[config.mk]
export PLATFORM = sky130hd
export DESIGN_NAME = tbwl_ram
export DESIGN_NICKNAME = d
export VERILOG_FILES = /design/src/rtl/core/tbwl_ram.sv
export SDC_FILE = /design/constraint.sdc
export NUM_CORES = 1
export LEC_CHECK = 0
export BUFFER_PORTS_ARGS = -buffer_cell sky130_fd_sc_hd__buf_2
export CAP_MARGIN = 0
export CORE_MARGIN = 2
export CORE_UTILIZATION = 39
export CTS_CLUSTER_SIZE = 12
export DETAILED_ROUTE_END_ITERATION = 16
export GPL_TIMING_DRIVEN = 1
export PLACE_DENSITY = 0.59
export SLEW_MARGIN = 15
export SYNTH_ARGS = -nofsm -noshare
export SYNTH_HDL_FRONTEND = slang
export SYNTH_SLANG_ARGS = --single-unit
[constraint.sdc]
create_clock -name clk -period 4.27 [get_ports clk]
set_input_delay 0.2135 -clock clk [delete_from_list [all_inputs] [get_ports clk]]
set_output_delay 0.2135 -clock clk [all_outputs]
set_load 0.05 [all_outputs]
[src/rtl/core/tbwl_ram.sv]
// ----------------------------------------------------------------------------
// tbwl_ram
// Generic single-port-write, single-port-read RAM with a registered read.
// ----------------------------------------------------------------------------
module tbwl_ram #(
  parameter int WIDTH = 8,
  parameter int DEPTH = 16
) (
  input  logic                     clk,
  input  logic                     we,
  input  logic [$clog2(DEPTH)-1:0] waddr,
  input  logic [WIDTH-1:0]         wdata,
  input  logic                     re,
  input  logic [$clog2(DEPTH)-1:0] raddr,
  output logic [WIDTH-1:0]         rdata
);

  logic [WIDTH-1:0] mem [DEPTH];
  logic [WIDTH-1:0] rdata_r;

  always_ff @(posedge clk) begin
    if (we) begin
      mem[waddr] <= wdata;
    end
    if (re) begin
      rdata_r <= mem[raddr];
    end
  end

  assign rdata = rdata_r;

endmodule

==> impl_metrics.csv, run 1 <==
group,metric,value,unit
placed_design,gp_congestion,0.7271,
synth,yosysWarningCount,0,
sta,final.min_clock_period,1958,ps
sta,worst_slack,2312,ps
final_layout,n_antenna_cell,0,
sta,finalClockSkew,4.587,ps
clock_network,post-cts-setup-buffers,0,
drt,drc,0,
final_layout,n_fill_cell,1088,
drt,wl_per_cell,21.93,microns
placed_design,dp.cells,423,
setup_path,start_kind,"input pin",
synth,synth_area,5228,sq um
drt,wl_met1,4355,microns
synth,synth_area_per_cell,22.83,sq um
min_path,hold_depth,1,
floorplan,die_w,119.8,microns
clock_network,cts.sinks,136,
sta,fin_setup_tns,0,ps
grt,grt_pass1_wl,14950,microns
sta,slew_violations,0,
final_layout,fin_nets,285,
final_layout,drive_above_1_share,26.88,%
final_layout,multiInputGateArea,1067,sq um
final_layout,regArea,4084,sq um
setup_path,cp_data_arrival_time,2110,ps
setup_path,end_kind,"register",
sta,max_clock_freq,510.6,MHz
run_status,status,"finished clean",
pwr,p_per_area,480.8,nW/um^2
setup_path,crit_fanout,32,
final_layout,fin_area,6016,sq um
setup_path,rr_worst_depth,3,
clock_network,cts_buffer_depth,2,
sta,whs,192.6,ps
floorplan,start_util,39.63,%
placed_design,dp_hpwl,5982,microns
setup_path,criticalPathCategory,"input pin to register",
drt,first_pass_iters,6,
final_layout,syn_to_final_growth,15.08,%
clock_network,cts_hold_buf,0,
pwr,finalPower,2.892,mW
drt,drt_iter0_markers,316,
synth,ys_ff_latch,136,
drt,dr_wl_met2,5199,microns
sta,slew_headroom,29.54,%
sta,worstMarginPinSlew,1057,ps
synth,syn_nets,248,
sta,hold_viol_final,0,
sta,finalSetupViolations,0,
min_path,hold_path.class,"input pin to register",
floorplan,die_y,119.8,microns
grt,grt_pass1_vias,2461,
drt,highest_layer,"met4",
floorplan,core_area,13190,sq um
grt,grt-ovfl-total,0,
job,drv_cap,0,
synth,syn_inst,229,
drt,vias_per_cell,5.108,
grt,track_usage,15.21,%
grt,antenna_found_initial,0,
synth,yosysUniqueCellTypes,18,
clock_network,clkLatencyLatePin,410,ps
grt,grt_max_degree,33,
drt,vias,2324,
setup_path,crit_required,4420,ps
clock_network,cts-resized-gates,0,
sta,rsz0062_at_grt,"no",
final_layout,final_core_util,45.61,%
drt,dr_wl_met3,298,microns
pwr,peakVddDrop,0.2866,mV
final_layout,final_cells,455,
clock_network,htree_num_levels,4,
placed_design,pre_cts_ws,1838,ps
drt,wl,9976,microns
clock_network,cts_tree,"yes",
floorplan,io_pins,27,
sta,post-route-period-util,45.87,%
synth,seq_area_frac_synth,78.12,%
clock_network,path_clk_slew,50,ps
placed_design,post_dp_cell_area,5517,sq um
pwr,p_leak,1.971,nW
clock_network,numCtsBuffers,17,
drt,drtAntennaViolNets,0,
floorplan,die_area,14350,sq um
clock_network,clockRootBuffer,"clkbuf_16",
floorplan,num_rows,42,
placed_design,buffer_ports.inserted,26,
where the power goes:
group | switching (mW) | internal, mW
logic | 0.0976 | 0.0522
registers | 0.00774 | 1.51
clock network | 0.501 | 0.728
total | 0.607 | 2.29
flip-flops by register name, indices dropped and copies added, names as in the netlist:
name,flops
mem,128
rdata,8
layer usage:
layer,GRT usage [%],vias to the layer above
met4,5.074,0
met2,25.54,50
met1,18.93,1211
met5,0,-
met3,4.610,10
li1,-,1053
final cells by class:
class / instances / share of cell area [%]
clock buffer: 21 / 7.321
clock inverter: 11 / 0.9775
multi-input combinational: 83 / 17.74
sequential: 136 / 67.89
tap: 176 / 3.661
timing repair buffer: 28 / 2.413
synthesized netlist by cell type:
cell	number	area share [%]
mux4_2	18	7.8
nand3_1	1	0.096
buf_6	3	0.65
nor2_1	13	0.93
or3b_2	1	0.17
nand3b_1	2	0.29
and2_1	1	0.12
edfxtp_1	136	78
nand2_1	9	0.65
a22oi_1	16	2.3
mux4_1	14	7.0
and2b_1	1	0.14
nand2b_1	2	0.24
nor2b_1	1	0.12
nor3_1	4	0.38
buf_2	3	0.29
buf_4	1	0.14
clkdlybuf4s25_2	3	0.57
cells by family (layout without fill, tap and decap cells):
group	count (synthesis)	after routing	synth area share (%)
DFF	136	136	78.12
and+or+nand+nor	35	35	3.136
muxes	32	32	14.79
AOI/OAI and AO/OA	16	16	2.298
buffers and inverters	10	60	1.651
layout by cell type (no fill, tap or decap):
cell type,instances
clkinv_4,1
clkinvlp_4,1
and2_1,1
clkinv_1,2
nand3_1,1
and2b_1,1
nor3_2,2
nor2_1,13
or3b_2,1
nand2_1,9
clkinv_2,7
nand2b_1,2
nor3_1,2
buf_2,26
nor2b_1,1
nand3b_1,2
a22oi_1,16
mux4_1,14
clkbuf_16,17
clkbuf_1,4
buf_4,2
mux4_2,18
edfxtp_1,136
final timing paths:
path	slack, ps	end	startpoint
min reg2reg	750	rdata[1]	mem[14][1]
max reg2reg	2700	rdata[3]	mem[2][3]
min	190	mem[1][7]	wdata[7]
max	2310	rdata[3]	raddr[0]
worst max-delay path, cell delays in order:
cell and delay (ps):
buf_2 780, mux4_1 650, a22oi_1 350, nand2_1 100
Note: power is estimated with default switching activity, not from simulation.
==> run 2, diff against run 1 <==
- ABC_AREA: default -> 1
- clock period: 4.27 -> 1.9 ns (I/O delays scaled with it)
==> impl_metrics.csv, run 2 <==
group,metric,value,unit
run_status,status,"finished clean",
clock_network,post-cts-setup-buffers,0,
clock_network,numCtsBuffers,17,
setup_path,criticalPathCategory,"register to register",
final_layout,drive_above_1_share,11.81,%
synth,synth_ff_type,"edfxtp_1",
clock_network,cts_buffer_depth,2,
final_layout,multiInputGateArea,1214,sq um
grt,grt_pass1_wl,20330,microns
synth,syn_inst,551,
final_layout,final_common_cell,"nand2_1",
drt,drtAntennaViolNets,0,
job,drv_cap,0,
synth,yosysMostFrequentCell,"nand2_1",
final_layout,syn_to_final_growth,14.89,%
clock_network,clkLatencyLatePin,420,ps
grt,grt-ovfl-total,0,
setup_path,cp_data_arrival_time,1420,ps
synth,yosysWarningCount,0,
setup_path,crit_path_frequent_cell,"nand3_1",
pwr,power.internal,5.234,mW
synth,yosysUniqueCellTypes,11,
clock_network,clockRootBuffer,"clkbuf_16",
synth,seq_area_frac_synth,69.85,%
sta,worstMarginPinSlew,723.3,ps
sta,hold_viol_final,0,
pwr,finalPower,6.690,mW
final_layout,largest_reg_flops,128,
floorplan,io_pins,27,
pwr,peakVddDrop,0.6126,mV
sta,finalClockSkew,10.23,ps
drt,wl_per_cell,16.66,microns
final_layout,fin_nets,612,
drt,vias_per_cell,4.856,
sta,slew_headroom,51.60,%
floorplan,num_rows,44,
synth,synth_area,5847,sq um
synth,synth_common_cells,"nand2_1, edfxtp_1, inv_1",
synth,synth_top_area_cell,"edfxtp_1",
clock_network,path_clk_slew,60,ps
drt,drt_iter0_markers,346,
final_layout,final_cell_mix,"nand2_1, edfxtp_1, inv_1, nand3_1, buf_2",
placed_design,dp_hpwl,8136,microns
synth,ys_ff_latch,136,
floorplan,start_util,40.08,%
pwr,p_leak,2.895,nW
drt,drc,0,
synth,synth-edff-count,136,
floorplan,die_w,126.4,microns
sta,slew_violations,0,
drt,wl,13080,microns
pwr,p_per_area,995.8,nW/um^2
placed_design,gp_congestion,0.8001,
floorplan,die_y,126.4,microns
sta,fin_setup_tns,0,ps
final_layout,top_register,"mem",
final_layout,regArea,4084,sq um
sta,post-route-period-util,66.11,%
placed_design,buffer_ports.inserted,26,
clock_network,cts-resized-gates,0,
clock_network,htree_num_levels,4,
drt,vias,3812,
synth,syn_nets,570,
final_layout,n_antenna_cell,0,
floorplan,core_area,14590,sq um
synth,async_flop_share,0,%
clock_network,cts_hold_buf,0,
pwr,power.switching,1.455,mW
clock_network,cts.sinks,136,
clock_network,cts_tree,"yes",
sta,max_clock_freq,796.1,MHz
pwr,switching_share,21.76,%
setup_path,crit_cells,6,
sta,finalSetupViolations,0,
pwr,sequentialPowerShare,50.8,%
setup_path,cp_slowest_cell,"edfxtp_1",
pwr,pwr-share-clk,42.3,%
floorplan,die_area,15990,sq um
synth,synth_top_area_share,69.85,%
sta,rsz0062_at_grt,"no",
synth,synth_area_per_cell,10.61,sq um
pwr,comb_power_share,6.8,%
drt,first_pass_iters,5,
setup_path,rr_worst_depth,6,
setup_path,start_kind,"register",
grt,antenna_found_initial,0,
grt,track_usage,17.39,%
setup_path,crit_chain,"inv_1 -> nand2_1 -> nand3_1 -> nand3_1 -> nand3_1 -> nand2_1",
setup_path,crit_required,2060,ps
final_layout,n_fill_cell,1300,
setup_path,path_delay_family,"simple AND/OR/NAND/NOR gates",
synth,synth_area_leaders,"edfxtp_1, nand2_1, nand3_1, inv_1, buf_6",
sta,final.min_clock_period,1256,ps
setup_path,end_kind,"register",
setup_path,slowest_delay,370,ps
setup_path,path_buf_inv,1,
min_path,hold_path.class,"input pin to register",
min_path,hold_depth,1,
grt,grt_pass1_vias,3774,
grt,grt_max_degree,65,
setup_path,crit_fanout,1,
## run 2: changes by cell type after synthesis, moves of 4 or more
cell     delta
nand2_1   +164
inv_1     +100
nand3_1    +96
mux4_2     -18
a22oi_1    -16
mux4_1     -14
buf_2      +10
nor2_1      +4
nor3_1      -4
## run 2: metal layers
layer  vias to the layer above  track usage (%)  share of wire (%)
met1                      1805            21.61                 43
met2                       124            28.09                 48
li1                       1857                -                  -
met3                        26            5.609                6.8
met5                         -                0                  0
met4                         0            7.304                2.2
## run 2: final cells by class
type                       count  area share (%)
multi-input combinational    289           18.07
inverter                     102           5.699
clock buffer                  19           6.444
sequential                   136           60.79
clock inverter                 8          0.9126
timing repair buffer          47           4.656
tap                          184           3.427
## run 2: cell families after synthesis
family / Yosys count / synth area share, %
buffers and inverters: 126 / 9.394
DFF: 136 / 69.85
and+or+nand+nor: 289 / 20.76
## run 2: through the flow
step                setup slack [ps]  hold slack (ps)  instance area [sq um]  utilization (%)  std cells
floorplan                      854.2            193.9                   5847                -        551
global placement               462.7            456.7                   6223            42.66        758
detailed placement             430.3            459.3                   6223            42.66        758
CTS                            691.0            23.36                   6718            46.05        785
global route                   601.2            26.23                   6718            46.05        785
finish                         643.9            29.73                   6718            46.05        785
## run 2: power by group through the flow
stage	logic (mW)	clock network, mW	registers [mW]
2_1_floorplan	0.237	0	3.51
3_3_place_gp	0.451	0	3.46
3_5_place_dp	0.458	0	3.46
4_1_cts	0.459	2.86	3.40
5_1_grt	0.509	2.99	3.40
6_report	0.457	2.83	3.40
## run 2: worst paths after layout
kind | slack [ps] | startpoint | end
min reg2reg | 740 | mem[12][1] | rdata[1]
max | 640 | mem[7][0] | rdata[0]
max reg2reg | 640 | mem[7][0] | rdata[0]
min | 30 | re | rdata[7]
==> run 3, diff against run 2 <==
- clock period: 1.9 -> 1.2 ns (I/O delays scaled with it)
==> impl_metrics.csv, run 3 (same netlist as run 2, synthesis figures left out) <==
group,metric,value,unit
floorplan,die_area,15990,sq um
final_layout,fin_nets,619,
final_layout,final_cells,797,
final_layout,drive_above_1_share,14.52,%
setup_path,start_kind,"register",
grt,grt_max_degree,54,
drt,drtAntennaViolNets,0,
grt,antenna_found_initial,0,
final_layout,n_antenna_cell,0,
sta,max_clock_freq,855.9,MHz
setup_path,cp_slowest_cell,"edfxtp_1",
setup_path,path_delay_family,"flip-flops",
clock_network,numCtsBuffers,17,
clock_network,cts_buffer_depth,2,
grt,grt_pass1_wl,21820,microns
sta,finalSetupViolations,0,
sta,rsz0062_at_grt,"no",
final_layout,largest_reg_flops,128,
setup_path,criticalPathCategory,"register to output pin",
grt,grt_pass1_vias,3975,
sta,slew_headroom,59.46,%
setup_path,cp_data_arrival_time,1110,ps
sta,whs,74.75,ps
placed_design,buffer_ports.inserted,26,
setup_path,reg2reg_slack,60,ps
floorplan,core_area,14590,sq um
pwr,peakVddDrop,0.9965,mV
drt,drt_iter0_markers,405,
min_path,hold_depth,1,
drt,drc,0,
floorplan,die_w,126.4,microns
clock_network,htree_num_levels,4,
drt,first_pass_iters,5,
floorplan,io_pins,27,
sta,finalClockSkew,4.999,ps
final_layout,top_register,"mem",
clock_network,path_clk_slew,60,ps
final_layout,final_cell_mix,"nand2_1, edfxtp_1, inv_1, nand3_1, buf_2",
job,drv_cap,0,
clock_network,clockRootBuffer,"clkbuf_16",
clock_network,clkLatencyLatePin,420,ps
placed_design,gp_congestion,0.8160,
floorplan,start_util,40.08,%
clock_network,cts.sinks,136,
floorplan,die_y,126.4,microns
drt,wl,13780,microns
sta,final.min_clock_period,1168,ps
placed_design,post_dp_cell_area,6281,sq um
min_path,hold_path.class,"input pin to register",
pwr,p_leak,2.971,nW
grt,grt-ovfl-total,0,
sta,fin_setup_tns,0,ps
setup_path,rr_worst_depth,6,
drt,wl_per_cell,17.29,microns
sta,post-route-period-util,97.37,%
clock_network,post-cts-setup-buffers,0,
sta,worstMarginPinSlew,607.2,ps
final_layout,syn_to_final_growth,17.95,%
final_layout,final_common_cell,"nand2_1",
setup_path,crit_required,1140,ps
run_status,status,"finished clean",
setup_path,crit_fanout,1,
setup_path,crit_cells,1,
drt,vias_per_cell,4.946,
drt,vias,3942,
final_layout,final_core_util,47.27,%
setup_path,path_buf_inv,1,
final_layout,fin_area,6897,sq um
sta,hold_viol_final,0,
floorplan,num_rows,44,
placed_design,dp.cells,764,
placed_design,dp_hpwl,8697,microns
clock_network,cts_tree,"yes",
sta,slew_violations,0,
pwr,p_per_area,1641,nW/um^2
setup_path,slowest_delay,400,ps
setup_path,crit_chain,"buf_2",
setup_path,end_kind,"output pin",
grt,track_usage,18.56,%
run 3: final cells by class:
| cell class | instances | area, sq um |
|---|---|---|
| clock inverter | 15 | 160.2 |
| multi-input combinational | 289 | 1234 |
| clock buffer | 17 | 425.4 |
| tap | 184 | 230.2 |
| fill | 1339 | 7692 |
| sequential | 136 | 4084 |
| timing repair buffer | 54 | 380.4 |
| inverter | 102 | 382.9 |
run 3: stage by stage:
| step | setup slack, ps | total power, mW |
|---|---|---|
| floorplan | 189.2 | 5.931 |
| global placement | -124.4 | 6.231 |
| detailed placement | -145.3 | 6.244 |
| CTS | 27.90 | 11.42 |
| global route | 1.329 | 11.70 |
| finish | 31.58 | 11.32 |
run 3: routing by layer:
layer	track usage [%]	routed length (microns)	vias up
met4	8.856	386	0
met2	28.94	6526	118
met1	24.49	6085	1916
met5	0	0	-
li1	-	-	1882
met3	4.513	779	26
run 3: repair_timing:
action / 4_1_cts / 5_1_grt
hold endpoints to repair: 8 / 0
resized for setup: 0 / 4
hold buffers: 1 / 0
endpoints found under the setup margin: 0 / 4
run 3: report_power, final:
part / internal [mW] / leakage [nW] / total, mW / switching, mW
Sequential: 5.35 / 1.24 / 5.39 / 0.0384
Clock: 3.22 / 0.275 / 5.17 / 1.95
Combinational: 0.211 / 1.46 / 0.755 / 0.544
Total: 8.79 / 2.97 / 11.3 / 2.53
run 3: worst paths after layout:
path,start,endpoint
setup / recovery,rdata[4],rdata[4]
hold / removal,wdata[5],mem[7][5]
setup reg to reg,mem[7][3],rdata[3]
hold reg to reg,mem[10][1],rdata[1]
